**src/frame_rate_window_monitor_assert.svh**
```systemverilog
// Assertion macros shared by the frame rate window monitor RTL.
// Each macro takes a label, the clock, the active-low reset, an antecedent, a consequent and a message.
`ifndef FRAME_RATE_WINDOW_MONITOR_ASSERT_SVH
`define FRAME_RATE_WINDOW_MONITOR_ASSERT_SVH

// The consequent must hold in the same cycle as the antecedent.
`define FRWM_ASSERT_SAME(label, clk, rstn, ante, cons, msg) \
    label: assert property (@(posedge clk) disable iff (!(rstn)) (ante) |-> (cons)) \
        else $error(msg);

// The consequent must hold in the cycle after the antecedent.
`define FRWM_ASSERT_NEXT(label, clk, rstn, ante, cons, msg) \
    label: assert property (@(posedge clk) disable iff (!(rstn)) (ante) |=> (cons)) \
        else $error(msg);

`endif

```
**src/frwm_pkg.sv**
```systemverilog
// Package of the frame rate window monitor: field widths, reset constants and the
// divider request type. Depends on nothing.
`default_nettype none

package frwm_pkg;

    localparam int unsigned RATE_W            = 24;
    localparam int unsigned TPS_W             = 32;
    localparam int unsigned WINDOW_DEPTH_DEF  = 16;
    localparam int unsigned DIV_STEPS         = 24;
    localparam int unsigned DIV_CNT_W         = $clog2(DIV_STEPS);

    localparam logic [RATE_W-1:0] RATE_MAX  = 24'hFFFFFF;
    localparam logic [RATE_W-1:0] MIN_RESET = 24'd2559744;
    localparam logic [TPS_W-1:0]  TPS_RESET = 32'd1000000;

    // Request to the shared serial divider. The dividend is {rem_init, numer}, where
    // rem_init must already be below the divisor so that the quotient fits RATE_W bits.
    typedef struct packed {
        logic              start;
        logic [RATE_W-1:0] rem_init;
        logic [RATE_W-1:0] numer;
        logic [RATE_W-1:0] divisor;
    } div_cmd_t;

endpackage

`default_nettype wire

```
**src/frwm_ram.sv**
```systemverilog
// Generic single-write, single-read RAM with a registered read port.
// Depends on frwm_pkg only for default parameter values.
`default_nettype none

module frwm_ram #(
    parameter int unsigned WIDTH = frwm_pkg::RATE_W,
    parameter int unsigned DEPTH = frwm_pkg::WINDOW_DEPTH_DEF
) (
    input  logic                     aclk,
    input  logic                     we,
    input  logic [$clog2(DEPTH)-1:0] waddr,
    input  logic [WIDTH-1:0]         wdata,
    input  logic                     re,
    input  logic [$clog2(DEPTH)-1:0] raddr,
    output logic [WIDTH-1:0]         rdata
);

    logic [WIDTH-1:0] mem_reg [DEPTH];
    logic [WIDTH-1:0] rdata_reg;

    always_ff @(posedge aclk) begin
        if (we) begin
            mem_reg[waddr] <= wdata;
        end
        if (re) begin
            rdata_reg <= mem_reg[raddr];
        end
    end

    assign rdata = rdata_reg;

endmodule

`default_nettype wire

```
**src/frwm_div.sv**
```systemverilog
// Radix-2 restoring divider, one quotient bit per cycle, DIV_STEPS quotient bits in all.
// Depends on frwm_pkg for widths and the request type.
`default_nettype none

module frwm_div (
    input  logic                      aclk,
    input  logic                      aresetn,
    input  frwm_pkg::div_cmd_t        div_cmd,
    output logic                      busy,
    output logic [frwm_pkg::RATE_W-1:0] quotient
);
    import frwm_pkg::*;

    logic                 busy_reg, busy_next;
    logic [DIV_CNT_W-1:0] count_reg, count_next;
    logic [RATE_W-1:0]    rem_reg, rem_next;
    logic [RATE_W-1:0]    numer_reg, numer_next;
    logic [RATE_W-1:0]    divisor_reg, divisor_next;
    logic [RATE_W-1:0]    quot_reg, quot_next;

    logic [RATE_W:0]      trial;
    logic [RATE_W:0]      diff;
    logic                 fits;

    // The remainder stays below the divisor, so the shifted trial needs one extra bit only.
    assign trial = {rem_reg, numer_reg[RATE_W-1]};
    assign diff  = trial - {1'b0, divisor_reg};
    assign fits  = trial >= {1'b0, divisor_reg};

    always_comb begin
        busy_next    = busy_reg;
        count_next   = count_reg;
        rem_next     = rem_reg;
        numer_next   = numer_reg;
        divisor_next = divisor_reg;
        quot_next    = quot_reg;
        if (div_cmd.start) begin
            busy_next    = 1'b1;
            count_next   = '0;
            rem_next     = div_cmd.rem_init;
            numer_next   = div_cmd.numer;
            divisor_next = div_cmd.divisor;
        end else if (busy_reg) begin
            rem_next   = fits ? diff[RATE_W-1:0] : trial[RATE_W-1:0];
            numer_next = {numer_reg[RATE_W-2:0], 1'b0};
            quot_next  = {quot_reg[RATE_W-2:0], fits};
            count_next = count_reg + 1'b1;
            if (count_reg == DIV_CNT_W'(DIV_STEPS - 1)) begin
                busy_next = 1'b0;
            end
        end
    end

    always_ff @(posedge aclk) begin
        if (!aresetn) begin
            busy_reg  <= 1'b0;
            count_reg <= '0;
        end else begin
            busy_reg  <= busy_next;
            count_reg <= count_next;
        end
    end

    always_ff @(posedge aclk) begin
        rem_reg     <= rem_next;
        numer_reg   <= numer_next;
        divisor_reg <= divisor_next;
        quot_reg    <= quot_next;
    end

    assign busy     = busy_reg;
    assign quotient = quot_reg;

endmodule

`default_nettype wire

```
**src/frame_rate_window_monitor.sv**
```systemverilog
// Frame rate window monitor. An accepted request passes through the rate quotient, the
// window update, the average quotient and the handoff to the output registers before
// m_valid. A new request is taken only once the result is loaded; both quotients share
// the one serial divider, and a low m_ready holds back the result load. Synchronous reset
// clears the window (no clearing pass), the statistics and the tick rate to 1000000.
// Depends on frwm_pkg, frwm_div, frwm_ram and frame_rate_window_monitor_assert.svh.
`default_nettype none

`include "frame_rate_window_monitor_assert.svh"

module frame_rate_window_monitor #(
    parameter int unsigned WINDOW_DEPTH = frwm_pkg::WINDOW_DEPTH_DEF
) (
    input  logic                        aclk,
    input  logic                        aresetn,
    input  logic                        cfg_valid,
    output logic                        cfg_ready,
    input  logic [frwm_pkg::TPS_W-1:0]  cfg_ticks_per_second,
    input  logic                        s_valid,
    output logic                        s_ready,
    input  logic [frwm_pkg::RATE_W-1:0] s_interval_ticks,
    output logic                        m_valid,
    input  logic                        m_ready,
    output logic [frwm_pkg::RATE_W-1:0] m_frame_rate,
    output logic                        m_rate_recorded,
    output logic                        m_rate_saturated,
    output logic [frwm_pkg::RATE_W-1:0] m_lowest_rate,
    output logic [frwm_pkg::RATE_W-1:0] m_highest_rate,
    output logic [frwm_pkg::RATE_W-1:0] m_average_rate
);
    import frwm_pkg::*;

    localparam int unsigned SLOT_W = $clog2(WINDOW_DEPTH);
    localparam int unsigned SUM_W  = RATE_W + SLOT_W;

    typedef enum logic [3:0] {
        S_IDLE   = 4'b0001,
        S_RATE   = 4'b0010,
        S_UPDATE = 4'b0100,
        S_AVG    = 4'b1000
    } state_t;

    state_t             state_reg, state_next;
    logic [TPS_W-1:0]   tps_reg, tps_next;
    logic               sat_reg, sat_next;
    logic [1:0]         seen_reg, seen_next;
    logic [SLOT_W-1:0]  slot_reg, slot_next;
    logic               full_reg, full_next;
    logic [SUM_W-1:0]   sum_reg, sum_next;
    logic [RATE_W-1:0]  min_reg, min_next;
    logic [RATE_W-1:0]  max_reg, max_next;
    logic [RATE_W-1:0]  rate_reg, rate_next;
    logic               recorded_reg, recorded_next;

    logic               m_valid_reg, m_valid_next;
    logic [RATE_W-1:0]  m_frame_rate_reg, m_frame_rate_next;
    logic               m_rate_recorded_reg, m_rate_recorded_next;
    logic               m_rate_saturated_reg, m_rate_saturated_next;
    logic [RATE_W-1:0]  m_lowest_rate_reg, m_lowest_rate_next;
    logic [RATE_W-1:0]  m_highest_rate_reg, m_highest_rate_next;
    logic [RATE_W-1:0]  m_average_rate_reg, m_average_rate_next;

    div_cmd_t           div_cmd;
    logic               div_busy;
    logic [RATE_W-1:0]  div_quot;

    logic               ram_we;
    logic [RATE_W-1:0]  ram_rdata;

    logic               accept;
    logic               record;
    logic               out_load;
    logic [RATE_W-1:0]  q_rate;
    logic [RATE_W-1:0]  old_value;

    assign cfg_ready = 1'b1;
    assign s_ready   = (state_reg == S_IDLE);
    assign accept    = s_valid && s_ready;
    assign record    = (seen_reg != 2'd0);
    assign out_load  = (state_reg == S_AVG) && !div_busy && (!m_valid_reg || m_ready);
    assign q_rate    = sat_reg ? RATE_MAX : div_quot;

    // The ring fills in slot order, so a slot holds data only once the ring has wrapped.
    assign old_value = full_reg ? ram_rdata : '0;

    // Rate: the quotient overflows exactly when tps >> 16 reaches the interval, which also
    // covers a zero interval. Otherwise tps >> 16 is a valid starting remainder.
    // Average: sum >> 24 is always below the depth, as the sum holds at most WINDOW_DEPTH RATE_W-bit entries.
    always_comb begin
        div_cmd.start = accept || (state_reg == S_UPDATE);
        if (state_reg == S_UPDATE) begin
            div_cmd.rem_init = RATE_W'(sum_reg[SUM_W-1:RATE_W]);
            div_cmd.numer    = sum_reg[RATE_W-1:0];
            div_cmd.divisor  = RATE_W'(WINDOW_DEPTH);
        end else begin
            div_cmd.rem_init = RATE_W'(tps_reg[TPS_W-1:16]);
            div_cmd.numer    = {tps_reg[15:0], 8'd0};
            div_cmd.divisor  = s_interval_ticks;
        end
    end

    always_comb begin
        state_next            = state_reg;
        tps_next              = cfg_valid ? cfg_ticks_per_second : tps_reg;
        sat_next              = sat_reg;
        seen_next             = seen_reg;
        slot_next             = slot_reg;
        full_next             = full_reg;
        sum_next              = sum_reg;
        min_next              = min_reg;
        max_next              = max_reg;
        rate_next             = rate_reg;
        recorded_next         = recorded_reg;
        ram_we                = 1'b0;
        m_valid_next          = m_valid_reg && !m_ready;
        m_frame_rate_next     = m_frame_rate_reg;
        m_rate_recorded_next  = m_rate_recorded_reg;
        m_rate_saturated_next = m_rate_saturated_reg;
        m_lowest_rate_next    = m_lowest_rate_reg;
        m_highest_rate_next   = m_highest_rate_reg;
        m_average_rate_next   = m_average_rate_reg;

        case (state_reg)
            S_IDLE: begin
                if (accept) begin
                    sat_next   = {8'd0, tps_reg[TPS_W-1:16]} >= s_interval_ticks;
                    state_next = S_RATE;
                end
            end
            S_RATE: begin
                if (!div_busy) begin
                    rate_next     = q_rate;
                    recorded_next = record;
                    seen_next     = (seen_reg == 2'd2) ? 2'd2 : seen_reg + 2'd1;
                    if (record) begin
                        ram_we   = 1'b1;
                        sum_next = sum_reg - SUM_W'(old_value) + SUM_W'(q_rate);
                        if (slot_reg == SLOT_W'(WINDOW_DEPTH - 1)) begin
                            slot_next = '0;
                            full_next = 1'b1;
                        end else begin
                            slot_next = slot_reg + 1'b1;
                        end
                        if (q_rate < min_reg) begin
                            min_next = q_rate;
                        end
                        if (q_rate > max_reg) begin
                            max_next = q_rate;
                        end
                    end
                    state_next = S_UPDATE;
                end
            end
            S_UPDATE: begin
                state_next = S_AVG;
            end
            S_AVG: begin
                if (out_load) begin
                    m_valid_next          = 1'b1;
                    m_frame_rate_next     = rate_reg;
                    m_rate_recorded_next  = recorded_reg;
                    m_rate_saturated_next = sat_reg;
                    m_lowest_rate_next    = min_reg;
                    m_highest_rate_next   = max_reg;
                    m_average_rate_next   = div_quot;
                    state_next            = S_IDLE;
                end
            end
            default: begin
                state_next = S_IDLE;
            end
        endcase
    end

    always_ff @(posedge aclk) begin
        if (!aresetn) begin
            state_reg   <= S_IDLE;
            tps_reg     <= TPS_RESET;
            seen_reg    <= 2'd0;
            slot_reg    <= '0;
            full_reg    <= 1'b0;
            sum_reg     <= '0;
            min_reg     <= MIN_RESET;
            max_reg     <= '0;
            m_valid_reg <= 1'b0;
        end else begin
            state_reg   <= state_next;
            tps_reg     <= tps_next;
            seen_reg    <= seen_next;
            slot_reg    <= slot_next;
            full_reg    <= full_next;
            sum_reg     <= sum_next;
            min_reg     <= min_next;
            max_reg     <= max_next;
            m_valid_reg <= m_valid_next;
        end
    end

    always_ff @(posedge aclk) begin
        sat_reg              <= sat_next;
        rate_reg             <= rate_next;
        recorded_reg         <= recorded_next;
        m_frame_rate_reg     <= m_frame_rate_next;
        m_rate_recorded_reg  <= m_rate_recorded_next;
        m_rate_saturated_reg <= m_rate_saturated_next;
        m_lowest_rate_reg    <= m_lowest_rate_next;
        m_highest_rate_reg   <= m_highest_rate_next;
        m_average_rate_reg   <= m_average_rate_next;
    end

    frwm_div u_div (
        .aclk     (aclk),
        .aresetn  (aresetn),
        .div_cmd  (div_cmd),
        .busy     (div_busy),
        .quotient (div_quot)
    );

    // The old entry is read when the request is taken and used when the rate is known.
    frwm_ram #(
        .WIDTH (RATE_W),
        .DEPTH (WINDOW_DEPTH)
    ) u_window (
        .aclk  (aclk),
        .we    (ram_we),
        .waddr (slot_reg),
        .wdata (q_rate),
        .re    (accept),
        .raddr (slot_reg),
        .rdata (ram_rdata)
    );

    assign m_valid          = m_valid_reg;
    assign m_frame_rate     = m_frame_rate_reg;
    assign m_rate_recorded  = m_rate_recorded_reg;
    assign m_rate_saturated = m_rate_saturated_reg;
    assign m_lowest_rate    = m_lowest_rate_reg;
    assign m_highest_rate   = m_highest_rate_reg;
    assign m_average_rate   = m_average_rate_reg;

    `FRWM_ASSERT_NEXT(a_one_item, aclk, aresetn, accept, !s_ready,
        "second request taken while one is in progress")
    `FRWM_ASSERT_SAME(a_div_free, aclk, aresetn, accept, !div_busy,
        "request taken while the divider is still busy")
    `FRWM_ASSERT_SAME(a_min_max, aclk, aresetn, m_valid_reg && m_rate_recorded_reg,
        m_lowest_rate_reg <= m_highest_rate_reg, "recorded minimum exceeds maximum")
    `FRWM_ASSERT_SAME(a_sum_bound, aclk, aresetn, 1'b1,
        (sum_reg >> RATE_W) < SUM_W'(WINDOW_DEPTH), "window sum out of range")

endmodule

`default_nettype wire
```
**config.mk**
```make
export PLATFORM = sky130hd
export DESIGN_NAME = frame_rate_window_monitor
export DESIGN_NICKNAME = d
export VERILOG_FILES = /design/src/frwm_pkg.sv /design/src/frwm_ram.sv /design/src/frwm_div.sv /design/src/frame_rate_window_monitor.sv
export VERILOG_INCLUDE_DIRS = /design/src /design/src/src
export SDC_FILE = /design/constraint.sdc
export NUM_CORES = 1
export LEC_CHECK = 0
export BUFFER_PORTS_ARGS = -buffer_cell sky130_fd_sc_hd__buf_2
export CORE_UTILIZATION = 40
export DETAILED_ROUTE_END_ITERATION = 16
export GPL_ROUTABILITY_DRIVEN = 0
export SYNTH_ARGS = -nofsm -noshare
export SYNTH_HDL_FRONTEND = slang
export SYNTH_SLANG_ARGS = --single-unit
```
**constraint.sdc**
```tcl
create_clock -name aclk -period 10.9 [get_ports aclk]
set_input_delay 0.545 -clock aclk [delete_from_list [all_inputs] [get_ports aclk]]
set_output_delay 0.545 -clock aclk [all_outputs]
set_load 0.05 [all_outputs]
```
==> run_results.csv, run 1 <==
group,metric,value,unit
status,outcome,"finished clean",
die,dieArea,83360,um^2
place,port_buffers,160,
layout,largest_reg_flops,384,
timing,hold_slack,0.1462,ns
layout,layout_commonest_cell,"edfxtp_1",
job,maxCapViolCount,0,
timing,hold_viol,0,
yosys,ys_seq_area_frac,0.6502,
route,wl,82580,um
layout,final_nets,2625,
hold_path,holdPathStages,3,
global_route,grt_pass1_wl,123300,um
layout,nFillCells,7065,
timing,period_share,0.4505,
clock_tree,numClockSinks,754,
route,ant_nets,0,
clock_tree,clk_latency,0.63,ns
worst_setup_path,crit_start,"sat_reg",
route,vias,19560,
clock_tree,cts_buffer_depth,3,
timing,finalCriticalPeriod,4.911,ns
timing,rsz0062_at_grt,"false",
hold_path,hold_end,"tps_reg[16]",
worst_setup_path,r2r_slack,5.99,ns
clock_tree,htree_levels,3,
worst_setup_path,arrival,5.44,ns
worst_setup_path,reg2reg_from,"sat_reg",
clock_tree,clkTransAtPathRegs,0.06,ns
timing,max_clock_freq,203.6,MHz
clock_tree,cts_resized,0,
clock_tree,postCtsSetupRepairBufs,0,
clock_tree,tritoncts,"built",
global_route,antenna_found_initial,3,
pwr,ir_worst_vdd,0.0001165,V
layout,area_growth,13.69,%
yosys,syn-num-nets,2463,
worst_setup_path,required,11.42,ns
yosys,synth.area.top_cells,"edfxtp_1, mux4_2, dfxtp_1, ha_1, inv_1",
clock_tree,numCtsBuffers,80,
layout,drive_gt1_frac,0.1847,
route,drcViolationCount,0,
global_route,grt_max_degree,75,
yosys,synth_top_area_cell,"edfxtp_1",
die,core_area,80940,um^2
global_route,globalRoute.totalOverflow,0,
die,initial_utilization,0.4063,
route,wire_per_inst,23.32,um
yosys,synth_edf_count,628,
timing,worstMarginPinSlew,1.183,ns
worst_setup_path,worst_setup_path_start_kind,"flop",
worst_setup_path,cp_max_fo,26,
die,row_count,104,
global_route,track_usage,0.1987,
pwr,p_leak,13.24,nW
die,ioPinCount,162,
timing,drv_slew,0,
pwr,pwr_density_cell,182.2,nW/um^2
route,drtPass1Iterations,5,
die,die_w,288.7,um
layout,stdcell_count,3541,
worst_setup_path,end_kind,"flop",
timing,finalSetupTns,0,ns
hold_path,worstHoldPathType,"input port to flop",
place,place_area,34830,um^2
die,die_h,288.7,um
worst_setup_path,r2r_cells,11,
clock_tree,hold_buffers,0,
route,first_iter_violations,1571,
clock_tree,root_buffer,"clkbuf_16",
yosys,ys_types,66,
hold_path,hold_start,"cfg_ticks_per_second[16]",
layout,final_cell_mix,"edfxtp_1, inv_1, buf_2",
timing,slew_headroom,0.2115,
place,dp_cells,3396,
timing,setup_viol,0,
worst_setup_path,critPathKind,"flop to flop",
layout,fin_util,0.4619,
layout,stdcell_area,37390,um^2
global_route,first_global_vias,19680,
worst_setup_path,r2r-end,"min_reg[4]",
yosys,synth.avg_cell_area,14.58,um^2
yosys,synthFlopType,"edfxtp_1",
yosys,synth-seq-cells,754,
yosys,ys_warn_count,0,
place,dpl.hpwl,53490,um
yosys,synthCells,2256,
yosys,async_reset_ff_frac,0,
route,via_per_inst,5.524,
yosys,syn_area,32880,um^2
yosys,synth_top_area_frac,0.5735,
timing,skew,0.03151,ns
==> layout make-up <==
type                            count  area, um^2  share of cell area
Clock buffer                       93        2091             0.05592
Antenna cell                        1       2.502          0.00006693
Inverter                          203       763.2             0.02041
Sequential cell                   754       21390              0.5721
Tap cell                         1060        1326             0.03548
Multi-Input combinational cell   1194       10360              0.2772
Timing Repair Buffer              185       988.4             0.02644
Clock inverter                     51       462.9             0.01238
==> cells in the mapped netlist, drive strengths merged (4+ instances only) <==
cell / n
o21a: 14
o311ai: 5
and3: 22
inv: 202
nand2b: 9
xnor2: 20
a211oi: 26
nor2b: 6
a211o: 5
and2: 57
a21oi: 118
o211ai: 9
nor2: 141
buf: 29
a311oi: 47
a31oi: 24
a41oi: 11
ha: 121
dfxtp: 126
xor2: 13
nor3: 15
o22ai: 4
or2: 5
nand3: 31
nand2: 107
a21o: 43
or4: 7
clkbuf: 76
o21ai: 56
fa: 25
or3: 13
edfxtp: 628
o21bai: 7
nand4: 18
mux2i: 53
mux4: 120
==> worst max-delay path, stage by stage (launching register included) <==
cell and delay [ns]:
edfxtp_1 1.00, nor2_1 0.37, inv_1 0.65, ha_1 0.38, a21o_1 0.17, a211oi_1 0.21
o21ai_0 0.11, a221oi_1 0.29, o32a_1 0.80, buf_4 0.41, a21oi_1 0.11, a311oi_1 0.29
==> per-stage QoR <==
stage	total power (W)	worst slack, ns
floorplan	0.003983	2.865
finish	0.006813	5.989
global route	0.007077	5.609
global placement	0.004186	6.192
detailed placement	0.004204	6.005
CTS	0.006858	5.977
==> metal layers <==
metal	track usage	vias to the layer above	routed length, um
met4	0.06184	0	1925
met2	0.3328	566	41180
met5	0	-	0
met1	0.2680	10010	35250
li1	-	8877	-
met3	0.02717	106	4228
==> how the worst max path moves through the flow <==
stage	end	cells past startpoint	slack (ns)
detailed placement	min_reg[4]	11	6.00
CTS	min_reg[4]	11	5.98
global route	min_reg[2]	12	5.61
floorplan	m_average_rate[0]	2	2.86
global placement	min_reg[4]	12	6.19
finish	min_reg[4]	11	5.99
==> cells by family after synthesis <==
logic type,count (synthesis),share of synthesized area
AOI/OAI and AO/OA,398,0.08066
xor gates and xnor gates,33,0.008789
adders and majority gates,146,0.06126
buffers and inverters,308,0.03611
DFF,754,0.6502
muxes,174,0.09866
other,1,0.0001140
and+or+nand+nor,442,0.06423
==> power by group <==
| part | total (W) | switching (W) | internal, W |
|---|---|---|---|
| logic | 0.000845 | 0.000510 | 0.000334 |
| clock network | 0.00266 | 0.00114 | 0.00152 |
| registers | 0.00330 | 0.0000556 | 0.00325 |
| total | 0.00681 | 0.00171 | 0.00511 |
(Power assumes the default switching activity.)
==> inputs of run 2 (changes only) <==
Clock period 10.9 ns to 4.5 ns, I/O delays scaled along.
==> run 2 against run 1 <==
Maximum frequency is 17% higher. First-iteration DRC count is 5.7% higher. Via count is 1.6% higher. Non-clock buffer count is 103 higher. Utilization is 1.4 points higher. Critical path depth is 1 higher. Power is 150% higher. Final area is 3.0% higher. Combinational power grew to 2.5 times the previous value. Flip-flop and latch count stayed put. Sequential share of layout area is 1.7 points lower.
==> run_results.csv, run 2 (synthesis gave the netlist of run 1 again) <==
group,metric,value,unit
place,dpl.hpwl,54860,um
timing,final.setup.worst_slack,0.3060,ns
route,via_per_inst,5.449,
route,wl,81850,um
pwr,ir_worst_vdd,0.0003093,V
route,drcViolationCount,0,
route,first_iter_violations,1660,
timing,skew,0.03450,ns
clock_tree,htree_levels,3,
timing,hold_viol,0,
route,wire_per_inst,22.44,um
timing,finalCriticalPeriod,4.194,ns
worst_setup_path,end_kind,"flop",
worst_setup_path,cp_max_fo,48,
clock_tree,clk_latency,0.64,ns
layout,stdcell_area,38510,um^2
status,outcome,"finished clean",
place,port_buffers,160,
hold_path,worstHoldPathType,"input port to flop",
clock_tree,tritoncts,"built",
die,core_area,80940,um^2
global_route,grt_pass1_wl,123300,um
place,place_ws,0.3919,ns
layout,drive_gt1_frac,0.1917,
timing,period_share,0.9320,
worst_setup_path,arrival,4.65,ns
place,place_area,35230,um^2
layout,area_growth,17.12,%
global_route,antenna_found_initial,2,
timing,drv_slew,0,
die,row_count,104,
layout,largest_reg_flops,384,
layout,fin_util,0.4759,
clock_tree,numClockSinks,754,
die,die_w,288.7,um
timing,rsz0062_at_grt,"false",
clock_tree,clkTransAtPathRegs,0.07,ns
route,vias,19880,
worst_setup_path,required,4.96,ns
timing,slew_headroom,0.2130,
die,initial_utilization,0.4063,
clock_tree,postCtsSetupRepairBufs,0,
clock_tree,cts_buffer_depth,3,
die,die_h,288.7,um
clock_tree,hold_buffers,58,
pwr,pwr_density_cell,438.1,nW/um^2
layout,layout_commonest_cell,"edfxtp_1",
global_route,track_usage,0.1971,
global_route,globalRoute.totalOverflow,0,
job,maxCapViolCount,0,
route,drtPass1Iterations,5,
clock_tree,numCtsBuffers,80,
global_route,grt_max_degree,78,
worst_setup_path,worst_setup_path_start_kind,"flop",
clock_tree,root_buffer,"clkbuf_16",
die,dieArea,83360,um^2
timing,finalSetupTns,0,ns
clock_tree,cts_resized,0,
die,ioPinCount,162,
route,ant_nets,0,
layout,final_cell_mix,"edfxtp_1, inv_1, buf_2",
timing,max_clock_freq,238.4,MHz
global_route,first_global_vias,20380,
timing,worstMarginPinSlew,1.180,ns
worst_setup_path,critPathKind,"flop to flop",
pwr,p_leak,13.80,nW
timing,setup_viol,0,
layout,final_nets,2728,
==> run 2: cell types whose count changed in the layout (fill, tap and decap cells not counted), moves of 5 or more <==
cell           change
and2_2            -11
and2_1            +11
buf_12             +6
buf_4             +39
clkinv_1           -5
dlygate4sd3_1     +58
==> run 2: power breakdown <==
part | total, W | leakage (nW) | switching (W) | internal [W]
logic | 0.00214 | 5.79 | 0.00127 | 0.000872
clock network | 0.00674 | 1.32 | 0.00279 | 0.00395
registers | 0.00798 | 6.70 | 0.000117 | 0.00787
==> run 2: worst paths after layout <==
check               start                to  slack, ns  cells after the start
max               sat_reg       max_reg[13]       0.31                     12
min               aresetn        tps_reg[6]       0.14                      3
max reg2reg       sat_reg       max_reg[13]       0.31                     12
min reg2reg  rate_reg[15]  m_frame_rate[15]       0.42                      0
==> run 2: layout make-up <==
cell class	count	area [um^2]
Antenna cell	1	2.502
Clock buffer	95	2108
Clock inverter	53	593.1
Fill cell	6970	42420
Inverter	203	763.2
Multi-Input combinational cell	1194	10350
Sequential cell	754	21390
Tap cell	1060	1326
Timing Repair Buffer	288	1982
==> run 2: metrics by stage <==
step           total power, W  instances  hold WS (ns)
5_1_grt               0.01755       3648        0.1506
3_3_place_gp          0.01016       3441        0.4032
4_1_cts               0.01702       3647        0.1180
2_1_floorplan        0.009648       2256        0.3534
3_5_place_dp          0.01022       3441        0.4056
6_report              0.01687       3648        0.1388
==> run 2: metal layers <==
layer | wire [um] | track usage | up-vias
li1 | - | - | 9104
met1 | 34850 | 0.2605 | 10080
met2 | 40960 | 0.3356 | 568
met3 | 3950 | 0.02709 | 126
met4 | 2093 | 0.06237 | 0
met5 | 0 | 0 | -
==> run 2: worst max-delay path, stage by stage (launching register included) <==
cell and delay, ns:
edfxtp_1 0.59, nor2_1 0.37, inv_1 0.44, ha_1 0.45, a21o_1 0.16, a21o_1 0.17
a21o_1 0.18, a221o_1 0.35, a2111o_1 0.41, a211o_1 0.26, buf_4 0.28, a21oi_1 0.26
a311oi_1 0.10
